$ cat src/sba_ram.sv
`timescale 1ns / 1ps
// ----------------------------------------------------------------------------
// Slab buffer allocator RAM
// Simple dual-port synchronous memory with a registered read port.
// ----------------------------------------------------------------------------
module sba_ram #(
  parameter int WIDTH = 8,
  parameter int DEPTH = 64
) (
  input  logic                     clk,
  input  logic                     we,
  input  logic [$clog2(DEPTH)-1:0] waddr,
  input  logic [WIDTH-1:0]         wdata,
  input  logic [$clog2(DEPTH)-1:0] raddr,
  output logic [WIDTH-1:0]         rdata
);

  logic [WIDTH-1:0] mem [DEPTH];
  logic [WIDTH-1:0] rdata_r;

  always_ff @(posedge clk) begin
    if (we) begin
      mem[waddr] <= wdata;
    end
    rdata_r <= mem[raddr];
  end

  assign rdata = rdata_r;

endmodule

$ cat config.mk
export PLATFORM = sky130hd
export DESIGN_NAME = sba_ram
export DESIGN_NICKNAME = d
export VERILOG_FILES = /design/src/sba_ram.sv
export SDC_FILE = /design/constraint.sdc
export NUM_CORES = 1
export LEC_CHECK = 0
export ABC_CLOCK_PERIOD_IN_PS = 1700
export BUFFER_PORTS_ARGS = -buffer_cell sky130_fd_sc_hd__buf_2
export CORE_MARGIN = 3
export CORE_UTILIZATION = 45
export CTS_CLUSTER_DIAMETER = 30
export DETAILED_ROUTE_END_ITERATION = 10
export GPL_ROUTABILITY_DRIVEN = 1
export HOLD_SLACK_MARGIN = 0.06
export PLACE_DENSITY = 0.63
export SLEW_MARGIN = 5
export SYNTH_ARGS = -nofsm -noshare
export SYNTH_HDL_FRONTEND = slang
export SYNTH_SLANG_ARGS = --single-unit
export TNS_END_PERCENT = 30
$ cat constraint.sdc
create_clock -name clk -period 1.7 [get_ports clk]
set_input_delay 0.085 -clock clk [delete_from_list [all_inputs] [get_ports clk]]
set_output_delay 0.085 -clock clk [all_outputs]
set_load 0.005 [all_outputs]
### After elaboration in Yosys (flattened, before gate mapping)

Memory sizes are Yosys's and may differ from the RTL's. A register that Yosys moved wholly into a read port is not among the register bits.
Index checks and enable logic that the tools add are counted.
W data, S select, Z words.

| storage, ports and cells | value |
|---|---|
| bits in registers | 0 |
| bits in latches | 0 |
| memory bits (writable) | 512 |
| memory bits (read-only) | 0 |
| output and inout bits | 8 |
| word-level logic and storage cells | 3 |
| memories kept | 1 |

Memory list:

| memory | depth | bits a word | rd ports | clocked after memory_dff | write ports | RTL line | RTL |
|---|---|---|---|---|---|---|---|
| mem | 64 | 8 | 1 | 1 | 1 | 18 | `logic [WIDTH-1:0] mem [DEPTH];` |

| operators by class | value |
|---|---|
| add/subtract/negate cells | 0 |
| $mul | 0 |
| divide/modulo/power cells | 0 |
| $lt $le $gt $ge | 0 |
| equality and inequality tests | 0 |
| shift operators | 0 |
| mux-type cells | 2 |
| bitwise logic cells | 0 |
| reduce and logical (&&, ||, !) cells | 0 |

Operator list:

| kind | number |
|---|---|
| $mux W1 | 2 |

### Logic depth before layout (Yosys ltp)

| depth | value |
|---|---|
| depth after elaboration | 2 |
| gate-level depth with buffers | 9 |
| depth with buffers taken out | 5 |

### Worst setup path before layout

OpenSTA, ideal clock, no wires.

| timing path | value |
|---|---|
| kind | input -> register |
| from | input raddr[1] |
| to | register rdata_r[3] (netlist: rdata[3]), read port of mem |
| arrival time | 1.625 ns |
| path slack | -0.053 ns |
| cell stages on the path | 7 |
| cells stage by stage | buf_4 > buf_2 > buf_2 > mux4_2 > mux4_2 > o21ai_1 > o41ai_1 |

RTL lines:

| item | RTL line | RTL |
|---|---|---|
| from (decl) | 14 | `input logic [$clog2(DEPTH)-1:0] raddr,` |
| to (decl) | 19 | `logic [WIDTH-1:0] rdata_r;` |

==> impl_metrics.toml <==
[hold_path]
min_path_type = "in2reg"

[yosys]
syn_inst = 940
avgSynthCellArea_um2 = 21.45
synth_nets = 962
ys_types = 40
syn_area_mm2 = 0.02017
synth-edff-count = 512
synth-seq-area-share_pct = 77.03
synth_flop_cell = "edfxtp_1"
ys_warn_count = 0
synthArstFlopShare_pct = 0
ys_ff_latch = 520

[finish]
fin_nets = 1193
antenna_cells = 0
drive_gt1_share_pct = 39.44
layout_commonest_cell = "edfxtp_1"
syn_to_final_growth_pct = 27.04
finalNonFillerCells = 1845
final_cell_mix = "edfxtp_1, buf_4, mux4_2"

[routing]
vias = 10330
drt_pass1_iterations = 6
totalWireLength_um = 46710
vias_per_cell = 5.596
wire_per_inst_um = 25.32
drc = 0
drt_iter0_drc = 1175
postRouteAntennaNets = 0

[worst_setup_path]
endpoint_kind = "flop"
cp_cell_sequence = "mux4_2 > mux2_4 > o221a_4 > nor3_2 > buf_4 > o32ai_1"
crit_family = "multiplexers"
critPathKind = "reg2reg"
cp-start-kind = "flop"
critPathMaxStageDelay_ns = 0.47
rrSetupSlack_ns = -0.13
required_ns = 2.17
path_max_fanout = 1
crit_path_top_delay_cell = "mux4_2"
crit_buf_inv = 1
critPathArrivalTime_ns = 2.30

[place]
placed_cells = 1648
dp_hpwl_um = 28900
portBuffers = 29
gp_congestion = 0.8031

[grt]
grt.overflow.total = 0
grt_pass1_vias = 10800
grt_max_degree = 65
grt_pass1_wl_um = 69880
antenna_found_initial = 4
grt_usage_pct = 20.23

[outcome]
status = "complete, but fails checks"
violations = "hold timing, setup timing"

[die]
initial_core_util_pct = 46.20
dieArea_mm2 = 0.04739
fp-row-count = 76
coreArea_mm2 = 0.04365
die_w_um = 217.7
die_h_um = 217.7
io_pins = 30

[cts]
hold_buffers = 3
ctsRootBufferMaster = "clkbuf_16"
cts_sinks = 520
clk_latency_ns = 0.61
clock_path_buffers = 3
numCtsBuffers = 103
htreeDepth = 3
clk_pin_slew_worst_paths_ns = 0.05
cts_tree = "built"
cts_setup_buffers = 0

[timing]
final-max-slew-violation-count = 0
max_freq_mhz = 547.4
rsz0062_at_grt = "true"
fin_ws_ns = -0.1267
hold_viol = 7
max_slew.worst_pin.slew_ns = 1.118
setup_viol = 7
slew_headroom_pct = 25.48
tns_ns = -0.5367
period_share_pct = 107.5
finClkSkew_ns = 0.01929
layout_min_cycle_time_ns = 1.827
holdWs_ns = -0.07996

[power]
leakagePower_uw = 0.008585
p_per_area_mw_per_mm2 = 1377
ir_drop_mv = 1.101

[flow_run]
maxCapViolations = 0
[tightest hold or removal path: cells and delay by family]
family / cells / cell delay, ns
and+or+nand+nor: 1 / 0.11
buffers and inverters: 1 / 0.21
AOI/OAI and AO/OA: 1 / 0.06
[where the power goes]
part	switching, µW	leakage (µW)	total [µW]	internal (µW)
Sequential	52.1	0.00467	14300	14200
Combinational	840	0.00227	1490	646
Clock	6500	0.00164	19500	13000
[kinds of logic (layout without fill, tap and decap cells)]
kind of cell	after synthesis	in the layout	share of synthesized area, %
muxes	162	162	15.94
buffers and inverters	51	371	1.570
DFF	520	520	77.03
and+or+nand+nor	153	153	3.387
AOI/OAI and AO/OA	54	54	2.072
[registers in the layout, indices dropped and copies added (netlist names)]
name	flops
mem	512
rdata	8
[synthesized netlist by cell type (2+ instances only)]
cell type	number	share of area (%)
edfxtp_1	512	76
mux4_2	126	14
nor2_1	83	1.5
mux2i_1	23	1.1
nand2_1	19	0.35
clkbuf_1	17	0.32
nor2b_1	14	0.43
buf_4	13	0.48
mux2_2	13	0.73
nand3_1	13	0.32
buf_2	11	0.27
dfxtp_1	8	0.79
o221ai_1	8	0.35
o22ai_1	8	0.25
nand2b_1	7	0.22
nor3_1	7	0.17
a221oi_1	6	0.26
a211oi_1	4	0.15
buf_1	4	0.074
buf_6	4	0.22
a21oi_1	3	0.074
a22oi_1	3	0.11
nand3b_1	3	0.11
o2111ai_1	3	0.13
o2bb2ai_1	3	0.13
a2111oi_0	2	0.087
buf_12	2	0.20
nand4_1	2	0.062
nor4_1	2	0.062
o21a_1	2	0.074
o21ai_0	2	0.050
o21ai_1	2	0.050
o221a_2	2	0.11
o32ai_1	2	0.087
o41ai_1	2	0.087
[what timing repair did]
action / in CTS / in global routing
resized for setup: 19 / 4
pin swaps: 8 / 0
endpoints found under the hold margin: 122 / 8
setup endpoints to repair: 8 / 8
[stage by stage]
stage	area, µm²	utilization, %	total power [µW]	worst slack (ns)
after global routing	25620	58.70	36350	-0.1709
final	25620	58.70	35290	-0.1267
after CTS	25600	58.65	35570	-0.1260
after detailed placement	22030	50.47	15970	-0.4245
after floorplan	20170	-	15240	0.007082
after global placement	22030	50.47	15940	-0.3923
[routing by layer]
metal	share of wire (%)	routed length [µm]	global-route usage [%]
met5	0.12	55	0
met4	2.6	1226	6.958
met3	7.4	3440	4.974
met2	48	22390	31.77
met1	42	19600	28.09
[final cells by class]
class                           count  area [µm²]
Clock inverter                     72       704.4
Fill cell                        3073       18030
Clock buffer                      122        2743
Multi-Input combinational cell    369        4429
Tap cell                          585       732.0
Timing Repair Buffer              177        1478
Sequential cell                   520       15530
[final timing paths]
| check | from | end | depth (start not counted) |
|---|---|---|---|
| max | mem[21][6]$_DFFE_PP_ | rdata[6]$_DFF_P_ | 6 |
| min | raddr[5] | rdata[4]$_DFF_P_ | 3 |
| max reg2reg | mem[21][6]$_DFFE_PP_ | rdata[6]$_DFF_P_ | 6 |
| min reg2reg | mem[30][4]$_DFFE_PP_ | rdata[4]$_DFF_P_ | 3 |
Note: power is estimated with default switching activity, not from simulation.
