## src/sba_pkg.sv

```systemverilog
`timescale 1ns / 1ps
// ----------------------------------------------------------------------------
// Slab buffer allocator package
// Sizes, row layout, status codes and sequencer states shared by the block.
// ----------------------------------------------------------------------------
package sba_pkg;

  localparam int NUM_FRAMES   = 64;
  localparam int CHUNK_BYTES  = 4096;
  localparam int NUM_CLASSES  = 6;
  localparam int HEADER_BYTES = 20;
  localparam int NREGS        = 6;

  localparam int FRAME_W = $clog2(NUM_FRAMES);
  localparam int PTR_W   = FRAME_W + 1;
  localparam int OFF_W   = $clog2(CHUNK_BYTES);
  localparam int SIZE_W  = 13;
  localparam int CNT_W   = 10;
  localparam int CLS_W   = 3;
  localparam int ADDR_W  = 18;
  localparam int LINK_AW = FRAME_W + OFF_W - 2;
  localparam int LINK_DEPTH = NUM_FRAMES * (CHUNK_BYTES / 4);

  localparam logic [PTR_W-1:0] NIL = PTR_W'(NUM_FRAMES);

  localparam logic REQ_ALLOC = 1'b0;
  localparam logic REQ_FREE  = 1'b1;

  localparam int SZ0 = 8;
  localparam int SZ1 = 16;
  localparam int SZ2 = 32;
  localparam int SZ3 = 64;
  localparam int SZ4 = 128;
  localparam int SZ5 = 4096;

  localparam int CAP0 = (SZ0 < 4 || SZ0 >= CHUNK_BYTES || CHUNK_BYTES - SZ0 < HEADER_BYTES)
                        ? 0 : (CHUNK_BYTES - SZ0 - HEADER_BYTES) / SZ0 + 1;
  localparam int CAP1 = (SZ1 < 4 || SZ1 >= CHUNK_BYTES || CHUNK_BYTES - SZ1 < HEADER_BYTES)
                        ? 0 : (CHUNK_BYTES - SZ1 - HEADER_BYTES) / SZ1 + 1;
  localparam int CAP2 = (SZ2 < 4 || SZ2 >= CHUNK_BYTES || CHUNK_BYTES - SZ2 < HEADER_BYTES)
                        ? 0 : (CHUNK_BYTES - SZ2 - HEADER_BYTES) / SZ2 + 1;
  localparam int CAP3 = (SZ3 < 4 || SZ3 >= CHUNK_BYTES || CHUNK_BYTES - SZ3 < HEADER_BYTES)
                        ? 0 : (CHUNK_BYTES - SZ3 - HEADER_BYTES) / SZ3 + 1;
  localparam int CAP4 = (SZ4 < 4 || SZ4 >= CHUNK_BYTES || CHUNK_BYTES - SZ4 < HEADER_BYTES)
                        ? 0 : (CHUNK_BYTES - SZ4 - HEADER_BYTES) / SZ4 + 1;
  localparam int CAP5 = (SZ5 < 4 || SZ5 >= CHUNK_BYTES || CHUNK_BYTES - SZ5 < HEADER_BYTES)
                        ? 0 : (CHUNK_BYTES - SZ5 - HEADER_BYTES) / SZ5 + 1;

  localparam logic [SIZE_W-1:0] SIZE_RST [NREGS] = '{
    SIZE_W'(SZ0), SIZE_W'(SZ1), SIZE_W'(SZ2), SIZE_W'(SZ3), SIZE_W'(SZ4), SIZE_W'(SZ5)
  };
  localparam logic [CNT_W-1:0] CAP_RST [NREGS] = '{
    CNT_W'(CAP0), CNT_W'(CAP1), CNT_W'(CAP2), CNT_W'(CAP3), CNT_W'(CAP4), CNT_W'(CAP5)
  };

  typedef struct packed {
    logic [CLS_W-1:0] cls;
    logic [CNT_W-1:0] cnt;
    logic [OFF_W-1:0] head;
    logic [PTR_W-1:0] nxt;
    logic [PTR_W-1:0] prv;
  } frame_row_t;

  typedef enum logic [2:0] {
    ST_OK       = 3'd0,
    ST_LARGE    = 3'd1,
    ST_ILLEGAL  = 3'd2,
    ST_NO_FRAME = 3'd3,
    ST_BAD_FREE = 3'd4
  } status_t;

  typedef enum logic [4:0] {
    S_IDLE,
    S_CFG,
    S_DECODE,
    S_POP,
    S_LAYOUT,
    S_NEW_WR,
    S_A_RD,
    S_A_LINK,
    S_F_RD,
    S_F_MUL,
    S_F_DIV,
    S_F_CHK,
    S_FIX_ARD,
    S_FIX_AWR,
    S_FIX_BRD,
    S_FIX_BWR,
    S_OUT
  } state_t;

endpackage

```

## src/sba_div.sv

```systemverilog
`timescale 1ns / 1ps
// ----------------------------------------------------------------------------
// Slab buffer allocator divider
// Restoring divider, one quotient bit per cycle, done pulses for one cycle.
// ----------------------------------------------------------------------------
module sba_div (
  input  logic                      clk,
  input  logic                      rst_n,
  input  logic                      start,
  input  logic [sba_pkg::SIZE_W-1:0] dividend,
  input  logic [sba_pkg::SIZE_W-1:0] divisor,
  output logic                      done,
  output logic [sba_pkg::SIZE_W-1:0] quot,
  output logic [sba_pkg::SIZE_W-1:0] rem
);
  import sba_pkg::*;

  localparam int CW = $clog2(SIZE_W + 1);

  logic              busy_r, busy_nxt;
  logic              done_r, done_nxt;
  logic [CW-1:0]     cnt_r, cnt_nxt;
  logic [SIZE_W-1:0] quo_r, quo_nxt;
  logic [SIZE_W-1:0] rem_r, rem_nxt;
  logic [SIZE_W-1:0] dvs_r, dvs_nxt;
  logic [SIZE_W:0]   r_sh;
  logic [SIZE_W:0]   r_new;
  logic              ge;

  always_comb begin
    r_sh     = {rem_r, quo_r[SIZE_W-1]};
    ge       = (r_sh >= {1'b0, dvs_r});
    r_new    = ge ? (r_sh - {1'b0, dvs_r}) : r_sh;
    busy_nxt = busy_r;
    done_nxt = 1'b0;
    cnt_nxt  = cnt_r;
    quo_nxt  = quo_r;
    rem_nxt  = rem_r;
    dvs_nxt  = dvs_r;
    if (start) begin
      busy_nxt = 1'b1;
      cnt_nxt  = CW'(SIZE_W);
      quo_nxt  = dividend;
      rem_nxt  = '0;
      dvs_nxt  = divisor;
    end else if (busy_r) begin
      quo_nxt = {quo_r[SIZE_W-2:0], ge};
      rem_nxt = r_new[SIZE_W-1:0];
      cnt_nxt = cnt_r - CW'(1);
      if (cnt_r == CW'(1)) begin
        busy_nxt = 1'b0;
        done_nxt = 1'b1;
      end
    end
  end

  always_ff @(posedge clk) begin
    if (!rst_n) begin
      busy_r <= 1'b0;
      done_r <= 1'b0;
    end else begin
      busy_r <= busy_nxt;
      done_r <= done_nxt;
    end
    cnt_r <= cnt_nxt;
    quo_r <= quo_nxt;
    rem_r <= rem_nxt;
    dvs_r <= dvs_nxt;
  end

  assign done = done_r;
  assign quot = quo_r;
  assign rem  = rem_r;

endmodule

```

## config.mk

```make
export PLATFORM = sky130hd
export DESIGN_NAME = sba_div
export DESIGN_NICKNAME = d
export VERILOG_FILES = /design/src/sba_pkg.sv /design/src/sba_div.sv
export SDC_FILE = /design/constraint.sdc
export NUM_CORES = 1
export LEC_CHECK = 0
export BUFFER_PORTS_ARGS = -buffer_cell sky130_fd_sc_hd__buf_2
export CAP_MARGIN = 20
export CORE_MARGIN = 5
export CORE_UTILIZATION = 54
export DETAILED_ROUTE_END_ITERATION = 12
export PLACE_DENSITY = 0.8
export SLEW_MARGIN = 30
export SYNTH_ARGS = -nofsm -noshare
export SYNTH_HDL_FRONTEND = slang
export SYNTH_SLANG_ARGS = --single-unit
export TNS_END_PERCENT = 5
```

## constraint.sdc

```tcl
create_clock -name clk -period 2.6 [get_ports clk]
set_clock_uncertainty 0.2 [all_clocks]
set_input_delay 0.13 -clock clk [delete_from_list [all_inputs] [get_ports clk]]
set_output_delay 0.13 -clock clk [all_outputs]
set_load 0.03 [all_outputs]
```

Yosys cells after proc, flatten, opt, wreduce, memory -nomap -nowiden
Index checks and enable logic that the tools add are counted.
Cells by class
  add/subtract/negate cells: 2
  $lt $le $gt $ge: 1
  equality and inequality tests: 1
  muxes and demuxes: 7
  bitwise operators: 2
  reductions and logical operators: 2
Operator list (number)
  2-to-1 mux 13 bit: 3
  >= comparator 14 x 13 -> 1 bit: 1
  subtractor 13 bit: 1
  == test 4 x 1 -> 1 bit, second input constant: 1
  2-to-1 mux 1 bit: 4
  subtractor 4 x 1 -> 4 bit, second input constant: 1
  OR reduction 3 bit: 1
  inverter 1 bit: 2
  nonzero test 2 bit: 1
Word-level totals
  bits in registers: 45
  output and inout port bits: 27

Logic depth before layout (Yosys ltp)
Gate-level depths: netlist of the first run.
  depth after elaboration: 4
  depth in mapped cells: 11
  depth with buffers taken out: 10

Worst setup path after synthesis of the first run
No wires, ideal clock.
  path kind: register -> register
  start: register quo_r[12], in the netlist quot[12]
  end: register quo_r[0], in the netlist quot[0], data pin
  data arrival time: 2147 ps
  required time: 2140 ps
  slack: -7 ps
  stages on the path, launching flop included: 11
  period minus slack after synthesis: 2607 ps
  cell sequence: edfxtp_1 > inv_1 > ha_1 > inv_1 > fa_1 > a211oi_1 > o211ai_1 > nand3_1 > nand2_1 > buf_2 > mux2_2
On the way
  longest elaborated chain between the ends: 3
Ends and longest elaborated chain
  start: declaration: RTL line sba_div.sv:23  | logic [SIZE_W-1:0] quo_r, quo_nxt;
  start signal: assignment: RTL line sba_div.sv:66  | quo_r <= quo_nxt;
  >= comparator 14 x 13 -> 1 bit: RTL line sba_div.sv:32  | ge = (r_sh >= {1'b0, dvs_r});
  2-to-1 mux 13 bit: RTL line sba_div.sv:46  | end else if (busy_r) begin
  2-to-1 mux 13 bit: RTL line sba_div.sv:40  | if (start) begin
  via quo_nxt[0]: RTL line sba_div.sv:23
The timed path passes the listed nets, and every way through them passes these cells. The select of a mux whose other input is x is not followed.
A chain may end at the register's enable or synchronous reset.

Worst setup path after layout of the first run
  start: register quo_r[12], in the netlist quot[12]
  end: register rem_r[3], in the netlist rem[3]
On the way
  longest elaborated chain between the ends: 2
Ends and longest elaborated chain
  subtractor 13 bit / >= comparator 14 x 13 -> 1 bit (equally long branches): RTL line sba_div.sv:33, sba_div.sv:32
  2-to-1 mux 13 bit (*): RTL line sba_div.sv:33  | r_new = ge ? (r_sh - {1'b0, dvs_r}) : r_sh;
  end signal: assignment: RTL line sba_div.sv:67  | rem_r <= rem_nxt;
  end: declaration: RTL line sba_div.sv:24  | logic [SIZE_W-1:0] rem_r, rem_nxt;
Every way passes the cells marked *; elsewhere a longest branch is shown, timed or not.

==> impl_results.rst, run 1 <==
.. list-table::
   :header-rows: 1

   * - Metric
     - Value
   * - TritonCTS clock tree
     - built
   * - Boundary pin count
     - 56
   * - Max H-tree Level
     - 2
   * - Congestion Overflow GR
     - 0
   * - Net count of the finished layout
     - 373
   * - Type of the worst min-delay path
     - primary input to register
   * - Horiz. Die Dim
     - just under 80 um
   * - Hold Path Cell Cnt
     - 4
   * - Number of max-cap violations
     - 0
   * - Transition time of the tightest slew-check pin
     - a little over 0.5 ns
   * - DRC marker count from the first detailed-route iteration
     - 175
   * - Crit path required time
     - ~2.6 ns
   * - Clock tree root buffer cell
     - clkbuf_8
   * - Setup tns final
     - 0 ns
   * - Total die area
     - about 6100 sq um
   * - Worst Setup Slack post-DPL
     - ~0.09 ns
   * - DRC
     - 0
   * - Ranking of synthesized cells by area
     - edfxtp_1, dfxtp_1, ha_1
   * - Cell area after synthesis
     - ~2500 sq um
   * - Setup slack of the most critical reg-to-reg path
     - 0.06 ns
   * - Initial antenna violation count
     - 0
   * - Standard-cell rows
     - 24
   * - TritonCTS Buffers
     - 5
   * - Final count of negative-setup-slack endpoints
     - 0
   * - Hold Crit Endpoint
     - rem[10]$_SDFFE_PP0P_
   * - Cell depth of the worst flop-to-flop path
     - 11
   * - Filler cell count in the final layout
     - between 200 and 300
   * - Via density per instance
     - between 5 and 6
   * - Data arrival at the endpoint of the critical path
     - 2.57 ns
   * - Buffers added on ports
     - between 50 and 60
   * - Worst reg2reg endpoint
     - rem[3]$_SDFFE_PP0P_
   * - Yosys top cell by area
     - edfxtp_1
   * - Number of standard cells after synthesis
     - around 240
   * - Critical Path Sink Type
     - register
   * - Worst Path Max Fanout
     - 6
   * - Leakage power total
     - roughly 1.4 nW
   * - Util after Layout
     - 74.91%
   * - WS Path Type
     - register to register
   * - Total Routed Length
     - 6014 um
   * - Number of sinks handled by clock tree synthesis
     - 45
   * - Area grow syn2layout
     - 33.15%
   * - First-pass GRT wire length
     - around 9500 um
   * - Setup WS post-layout
     - approximately 0.062 ns
   * - Result of the run
     - completed
   * - Commonest register cell after synthesis
     - edfxtp_1
   * - Synth Area per Inst
     - roughly 11 sq um
   * - Fin. Hold Viols
     - 0
   * - Initial standard-cell utilization of the core
     - between 50% and 60%
   * - Number of global-route vias before repair
     - between 2k and 2.5k
   * - Die height
     - 77.82 um
   * - Sum of net half-perimeters after detailed placement
     - just under 4000 um
   * - Worst IR drop on VDD
     - ~0.46 mV
   * - Max Fclk
     - 394.1 MHz
   * - Overall routing resource usage
     - between 10% and 20%
   * - Clock-pin slew on the worst setup and hold paths
     - roughly 0.11 ns
   * - Relative max-transition margin
     - around 66%
   * - Startpoint type of the worst setup path
     - register
   * - Net count of the mapped netlist
     - 281
   * - Synthesis Warnings
     - 0
   * - Number of distinct library cells after synthesis
     - 49
   * - R2R Path Start
     - quot[12]$_DFFE_PP_
   * - Final weighted congestion in routability-driven placement
     - around 0.85
   * - Antenna diode count
     - 0
   * - Clock network latency to the later pin of the worst-skew pair
     - approximately 0.32 ns
   * - Final number of max-transition violations
     - 0
   * - FF+latch count, synth
     - 45
   * - Power Total
     - between 1.5 and 2 mW
   * - Routed wire length per instance
     - between 15 and 20 um
   * - Buffer levels on the longest clock path
     - 2
   * - Top cell type's share of synthesized area
     - 31.44%
   * - Number of detailed-routing iterations run before antenna repair
     - 4
   * - Antenna-violating nets left
     - 0
   * - Via count
     - between 2k and 2.5k
   * - Period minus WS final
     - between 2 and 3 ns
   * - Number of synthesized flops with an enable pin
     - 26
   * - Final worst-path cycle share
     - about 98%
   * - Areal power density over the cells
     - around 570 nW/um^2
   * - Maximum number of pins on one net before global-route repair
     - 42
   * - Asr flop ratio synth
     - 0%
   * - Seq/Total Area, Yosys
     - between 40% and 50%
   * - Ratio of cells with drive above 1 in the final layout
     - 31.91%
   * - CORE AREA
     - roughly 4400 sq um
   * - Startpoint of the tightest hold check path
     - start
-- cells in the mapped netlist, types with 2 or more instances --
| library cell | count |
|---|---|
| mux2i_1 | 7 |
| nor2_1 | 24 |
| edfxtp_1 | 26 |
| mux2_2 | 13 |
| xor2_1 | 2 |
| inv_1 | 20 |
| and3_1 | 2 |
| nor2b_1 | 5 |
| a21oi_1 | 12 |
| xnor2_1 | 7 |
| o21bai_1 | 3 |
| o21ai_0 | 4 |
| o21a_1 | 2 |
| clkbuf_1 | 5 |
| dfxtp_1 | 19 |
| ha_1 | 15 |
| nand2b_1 | 5 |
| o211ai_1 | 3 |
| a211oi_1 | 13 |
| nand2_1 | 20 |
-- flip-flops by register name, indices dropped and copies added, names as in the netlist --
register,cells
dvs_r,13
done,1
rem,13
cnt_r,4
quot,13
busy_r,1
-- worst max path at each step --
stage | endpoint | start | slack (ns) | depth (start not counted)
global route | rem[4]$_SDFFE_PP0P_ | quot[12]$_DFFE_PP_ | -0.09 | 11
detailed placement | rem[4]$_SDFFE_PP0P_ | quot[12]$_DFFE_PP_ | 0.09 | 11
global placement | rem[8]$_SDFFE_PP0P_ | quot[12]$_DFFE_PP_ | 0.17 | 10
finish | rem[3]$_SDFFE_PP0P_ | quot[12]$_DFFE_PP_ | 0.06 | 11
floorplan | quot[0]$_DFFE_PP_ | quot[12]$_DFFE_PP_ | 0.06 | 10
CTS | rem[4]$_SDFFE_PP0P_ | quot[12]$_DFFE_PP_ | 0.06 | 11
-- cells in the final DEF (no fill, tap or decap), types with 2 or more instances in the layout --
cell,n
o211ai_1,3
inv_1,19
and3_1,2
buf_4,8
xnor2_1,7
nor2_1,24
nand2b_1,5
clkbuf_8,5
mux2_2,13
ha_1,15
inv_6,3
o21a_1,2
dfxtp_1,19
nor2b_1,5
a21oi_1,12
a211oi_2,4
edfxtp_1,26
nand2_1,19
o21ai_0,4
dlygate4sd3_1,27
a211oi_1,10
buf_2,55
xor2_1,2
o21bai_1,3
mux2i_1,6
-- cells by family after synthesis --
| logic type | count (synthesis) | synth area share [%] |
|---|---|---|
| xor gates and xnor gates | 9 | 3.174 |
| muxes | 20 | 8.715 |
| buffers and inverters | 28 | 4.433 |
| adders and majority gates | 16 | 8.363 |
| DFF | 45 | 46.75 |
| AOI/OAI and AO/OA | 53 | 16.12 |
| and+or+nand+nor | 65 | 12.44 |
-- through the flow --
| stage | hold WS (ns) | cell area, sq um | std cells |
|---|---|---|---|
| 3_3_place_gp | 0.1061 | 2851 | 343 |
| 2_1_floorplan | 0.02887 | 2486 | 236 |
| 6_report | 0.04228 | 3307 | 381 |
| 4_1_cts | 0.03604 | 3217 | 378 |
| 5_1_grt | 0.06405 | 3307 | 381 |
| 3_5_place_dp | 0.1083 | 2851 | 343 |
-- metal layers --
| layer | routed length [um] | GRT usage [%] | up-vias | part of all wire, % |
|---|---|---|---|---|
| met2 | 2987 | 33.31 | 65 | 50 |
| met4 | 115 | 5.498 | 0 | 1.9 |
| li1 | - | - | 1035 | - |
| met3 | 416 | 6.366 | 12 | 6.9 |
| met1 | 2494 | 22.82 | 981 | 41 |
| met5 | 0 | 0 | - | 0 |
-- power by group --
part | total (mW) | internal [mW] | switching, mW | leakage [nW]
sequential | 0.853 | 0.817 | 0.0357 | 0.414
clock | 0.482 | 0.200 | 0.282 | 0.0495
combinational | 0.539 | 0.238 | 0.301 | 0.969
total | 1.87 | 1.26 | 0.619 | 1.43
-- layout make-up --
class                           count  area, sq um  area share (%)
Timing Repair Buffer               93        656.9           19.86
Sequential cell                    45         1161           35.11
Clock buffer                        5        68.82           2.081
Clock inverter                      3        26.28          0.7946
Tap cell                           52        65.06           1.967
Inverter                           20        75.07           2.270
Multi-Input combinational cell    163         1254           37.91
-- worst max-delay path, stage by stage, from the launching register on --
cell and delay (ns):
edfxtp_1 0.41, inv_2 0.07, ha_1 0.15, inv_1 0.06
fa_2 0.41, a211oi_2 0.21, o211ai_1 0.15, nand3_1 0.17
nand2_4 0.11, buf_6 0.16, mux2i_1 0.12, a211oi_1 0.22
-- repair_timing --
action / CTS / global route
setup endpoints to repair: 0 / 10
hold endpoints to repair: 28 / 0
buffers inserted: 0 / 2
resized for setup: 0 / 11
hold buffers: 27 / 0
No activity file was read; power rests on OpenSTA's default activity.
==> run 2, diff against run 1 <==
--- a/config.mk
+++ b/config.mk
@@ -5,10 +5,11 @@
 export SDC_FILE = /design/constraint.sdc
 export NUM_CORES = 1
 export LEC_CHECK = 0
+export ABC_AREA = 1
 export BUFFER_PORTS_ARGS = -buffer_cell sky130_fd_sc_hd__buf_2
 export CAP_MARGIN = 20
 export CORE_MARGIN = 5
-export CORE_UTILIZATION = 54
+export CORE_UTILIZATION = 55
 export DETAILED_ROUTE_END_ITERATION = 12
 export PLACE_DENSITY = 0.8
 export SLEW_MARGIN = 30
==> impl_results.rst, run 2 <==
.. list-table::
   :header-rows: 1

   * - Metric
     - Value
   * - Setup slack of the most critical reg-to-reg path
     - around 0.21 ns
   * - Number of distinct library cells after synthesis
     - 31
   * - Initial standard-cell utilization of the core
     - a little under three fifths
   * - DRC
     - 0
   * - Unrepaired setup endpoints after global routing
     - false
   * - Hold Path Cell Cnt
     - 1
   * - Total Routed Length
     - about 6800 um
   * - WS Path Type
     - register to register
   * - Count of placed standard cells including taps
     - between 400 and 500
   * - Yosys top cell by area
     - edfxtp_1
   * - Number of detailed-routing iterations run before antenna repair
     - 4
   * - Net count of the mapped netlist
     - 412
   * - Post-route worst hold slack
     - between 0.06 and 0.07 ns
   * - Worst reg2reg endpoint
     - quot[0]$_DFFE_PP_
   * - Area of combinational cells with multiple inputs
     - 1336 sq um
   * - Via count
     - 2616
   * - Number of global-route vias before repair
     - 2565
   * - Result of the run
     - completed
   * - Cell types with the highest counts after synthesis
     - nand2_1, inv_1, nand3_1
   * - Standard-cell rows
     - 26
   * - Filler cell count in the final layout
     - 421
   * - Ratio of cells with drive above 1 in the final layout
     - 22.08%
   * - Total die area
     - between 6000 and 7000 sq um
   * - Clock-pin slew on the worst setup and hold paths
     - 0.08 ns
   * - Maximum number of pins on one net before global-route repair
     - 19
   * - Crit path required time
     - between 2 and 2.5 ns
   * - Transition time of the tightest slew-check pin
     - 0.6489 ns
   * - Fin. Hold Viols
     - 0
   * - Synthesis Warnings
     - 0
   * - Final number of max-transition violations
     - 0
   * - Top cell type's share of synthesized area
     - 27.50%
   * - Filler-free cell count of the finished design
     - 523
   * - Setup tns final
     - 0 ns
   * - Clock network latency to the later pin of the worst-skew pair
     - 0.29 ns
   * - Antenna diode count
     - 0
   * - Number of synthesized flops with an enable pin
     - 26
   * - Number of standard cells after synthesis
     - ~370
   * - Critical path startpoint
     - quot[12]$_DFFE_PP_
   * - Asr flop ratio synth
     - 0%
   * - Startpoint of the tightest hold check path
     - start
   * - Relative max-transition margin
     - a little under three fifths
   * - Antenna-violating nets left
     - 0
   * - Summed area of non-filler cells in the final layout
     - approximately 3600 sq um
   * - Number of sinks handled by clock tree synthesis
     - between 40 and 50
   * - First-pass GRT wire length
     - between 10000 and 15000 um
   * - Boundary pin count
     - 56
   * - FF+latch count, synth
     - 45
   * - Hold Crit Endpoint
     - dvs_r[12]$_DFFE_PP_
   * - Clock tree root buffer cell
     - clkbuf_8
   * - Via density per instance
     - between 5 and 6
   * - Critical Path Sink Type
     - register
   * - Areal power density over the cells
     - about 480 nW/um^2
   * - Routed wire length per instance
     - about 13 um
   * - Post-detailed-placement cell area
     - between 3000 and 4000 sq um
   * - CTS-repair resized insts
     - 0
   * - Most frequent standard cell in the layout excluding fill and tap cells
     - nand2_1
   * - Congestion Overflow GR
     - 0
   * - Horiz. Die Dim
     - between 80 and 90 um
   * - TritonCTS Buffers
     - 5
   * - Initial antenna violation count
     - 0
   * - Cell depth of the worst flop-to-flop path
     - 12
   * - Commonest register cell after synthesis
     - edfxtp_1
   * - Number of max-cap violations
     - 0
   * - Max H-tree Level
     - 2
   * - Overall routing resource usage
     - 22.35%
   * - Final count of negative-setup-slack endpoints
     - 0
   * - Startpoint type of the worst setup path
     - register
   * - Type of the worst min-delay path
     - primary input to register
   * - Util after Layout
     - 69.97%
   * - Setup WS post-layout
     - roughly 0.21 ns
   * - Seq/Total Area, Yosys
     - around two fifths
   * - Data arrival at the endpoint of the critical path
     - between 2 and 2.5 ns
   * - TritonCTS clock tree
     - built
   * - Worst IR drop on VDD
     - ~0.42 mV
   * - Buffer levels on the longest clock path
     - 2
   * - Final worst-path cycle share
     - 91.86%
   * - R2R Path Start
     - quot[12]$_DFFE_PP_
   * - Worst Setup Slack post-DPL
     - about 0.23 ns
   * - Most used cells in the layout excluding fill and tap cells
     - nand2_1, inv_1, buf_2, nand3_1, dlygate4sd3_1
   * - Net count of the finished layout
     - between 400 and 500
   * - Count leader, synth
     - nand2_1
   * - Period minus WS final
     - about 2.4 ns
   * - Synth Area per Inst
     - approximately 7.7 sq um
   * - Worst Path Max Fanout
     - 15
   * - CORE AREA
     - 5075 sq um
   * - DRC marker count from the first detailed-route iteration
     - about 200
   * - Sum of net half-perimeters after detailed placement
     - 4665 um
   * - FF+latch area
     - between 1000 and 1500 sq um
   * - Area grow syn2layout
     - 25.08%
   * - Cell area after synthesis
     - between 2000 and 3000 sq um
   * - Buffers added on ports
     - 55
   * - Final weighted congestion in routability-driven placement
     - between 0.8 and 0.9
   * - Leakage power total
     - 1.881 nW
   * - Die height
     - between 80 and 90 um
   * - Power Total
     - 1.700 mW
   * - Max Fclk
     - about 420 MHz
   * - Ranking of synthesized cells by area
     - edfxtp_1, nand2_1, dfxtp_1
run 2: cells by family after synthesis:
family	Yosys count	synth area share, %
and+or+nand+nor	206	34.77
buffers and inverters	79	12.03
DFF	45	40.90
AOI/OAI and AO/OA	16	3.438
adders and majority gates	16	7.316
xor gates and xnor gates	5	1.543
run 2: worst max-delay path by stage:
stage | endpoint | slack [ns] | cells past startpoint
after global placement | quot[0]$_DFFE_PP_ | 0.33 | 12
after global routing | quot[0]$_DFFE_PP_ | 0.02 | 12
after detailed placement | quot[0]$_DFFE_PP_ | 0.23 | 12
final | quot[0]$_DFFE_PP_ | 0.21 | 12
after CTS | quot[0]$_DFFE_PP_ | 0.22 | 12
after floorplan | quot[0]$_DFFE_PP_ | 0.18 | 13
run 2: repair_timing:
action / 4_1_cts / 5_1_grt
hold buffers: 27 / 0
hold endpoints to repair: 28 / 0
buffers inserted: 0 / 0
run 2: metal layers:
layer	vias to the layer above	track usage, %	wire length, um
met4	0	8.804	177
met3	16	5.702	479
li1	1327	-	-
met1	1182	27.10	2868
met5	-	0	0
met2	91	37.80	3316
run 2: area by class of cell:
type,instances,area share (%)
well taps,70,2.467
multi-input cells,243,37.63
clock buffers,7,2.431
inverters,69,7.294
clock inverters,1,0.8457
flip-flops and latches,45,32.70
repair buffers,88,16.63
run 2: worst max-delay path, stage by stage (launching register included):
cell and delay, ns:
edfxtp_1 0.38, inv_1 0.09, ha_1 0.15, inv_1 0.08, fa_1 0.44, nand2_1 0.10, nand2_1 0.05, nand3_1 0.07
nand2_2 0.08, nand2_4 0.07, nand3_4 0.23, nand2_1 0.14, nand2_1 0.07
run 2: power by group:
group	switching, mW	leakage (nW)	internal (mW)	total, mW
registers	0.0233	0.415	0.804	0.828
logic	0.206	1.41	0.123	0.329
clock network	0.230	0.0585	0.313	0.543
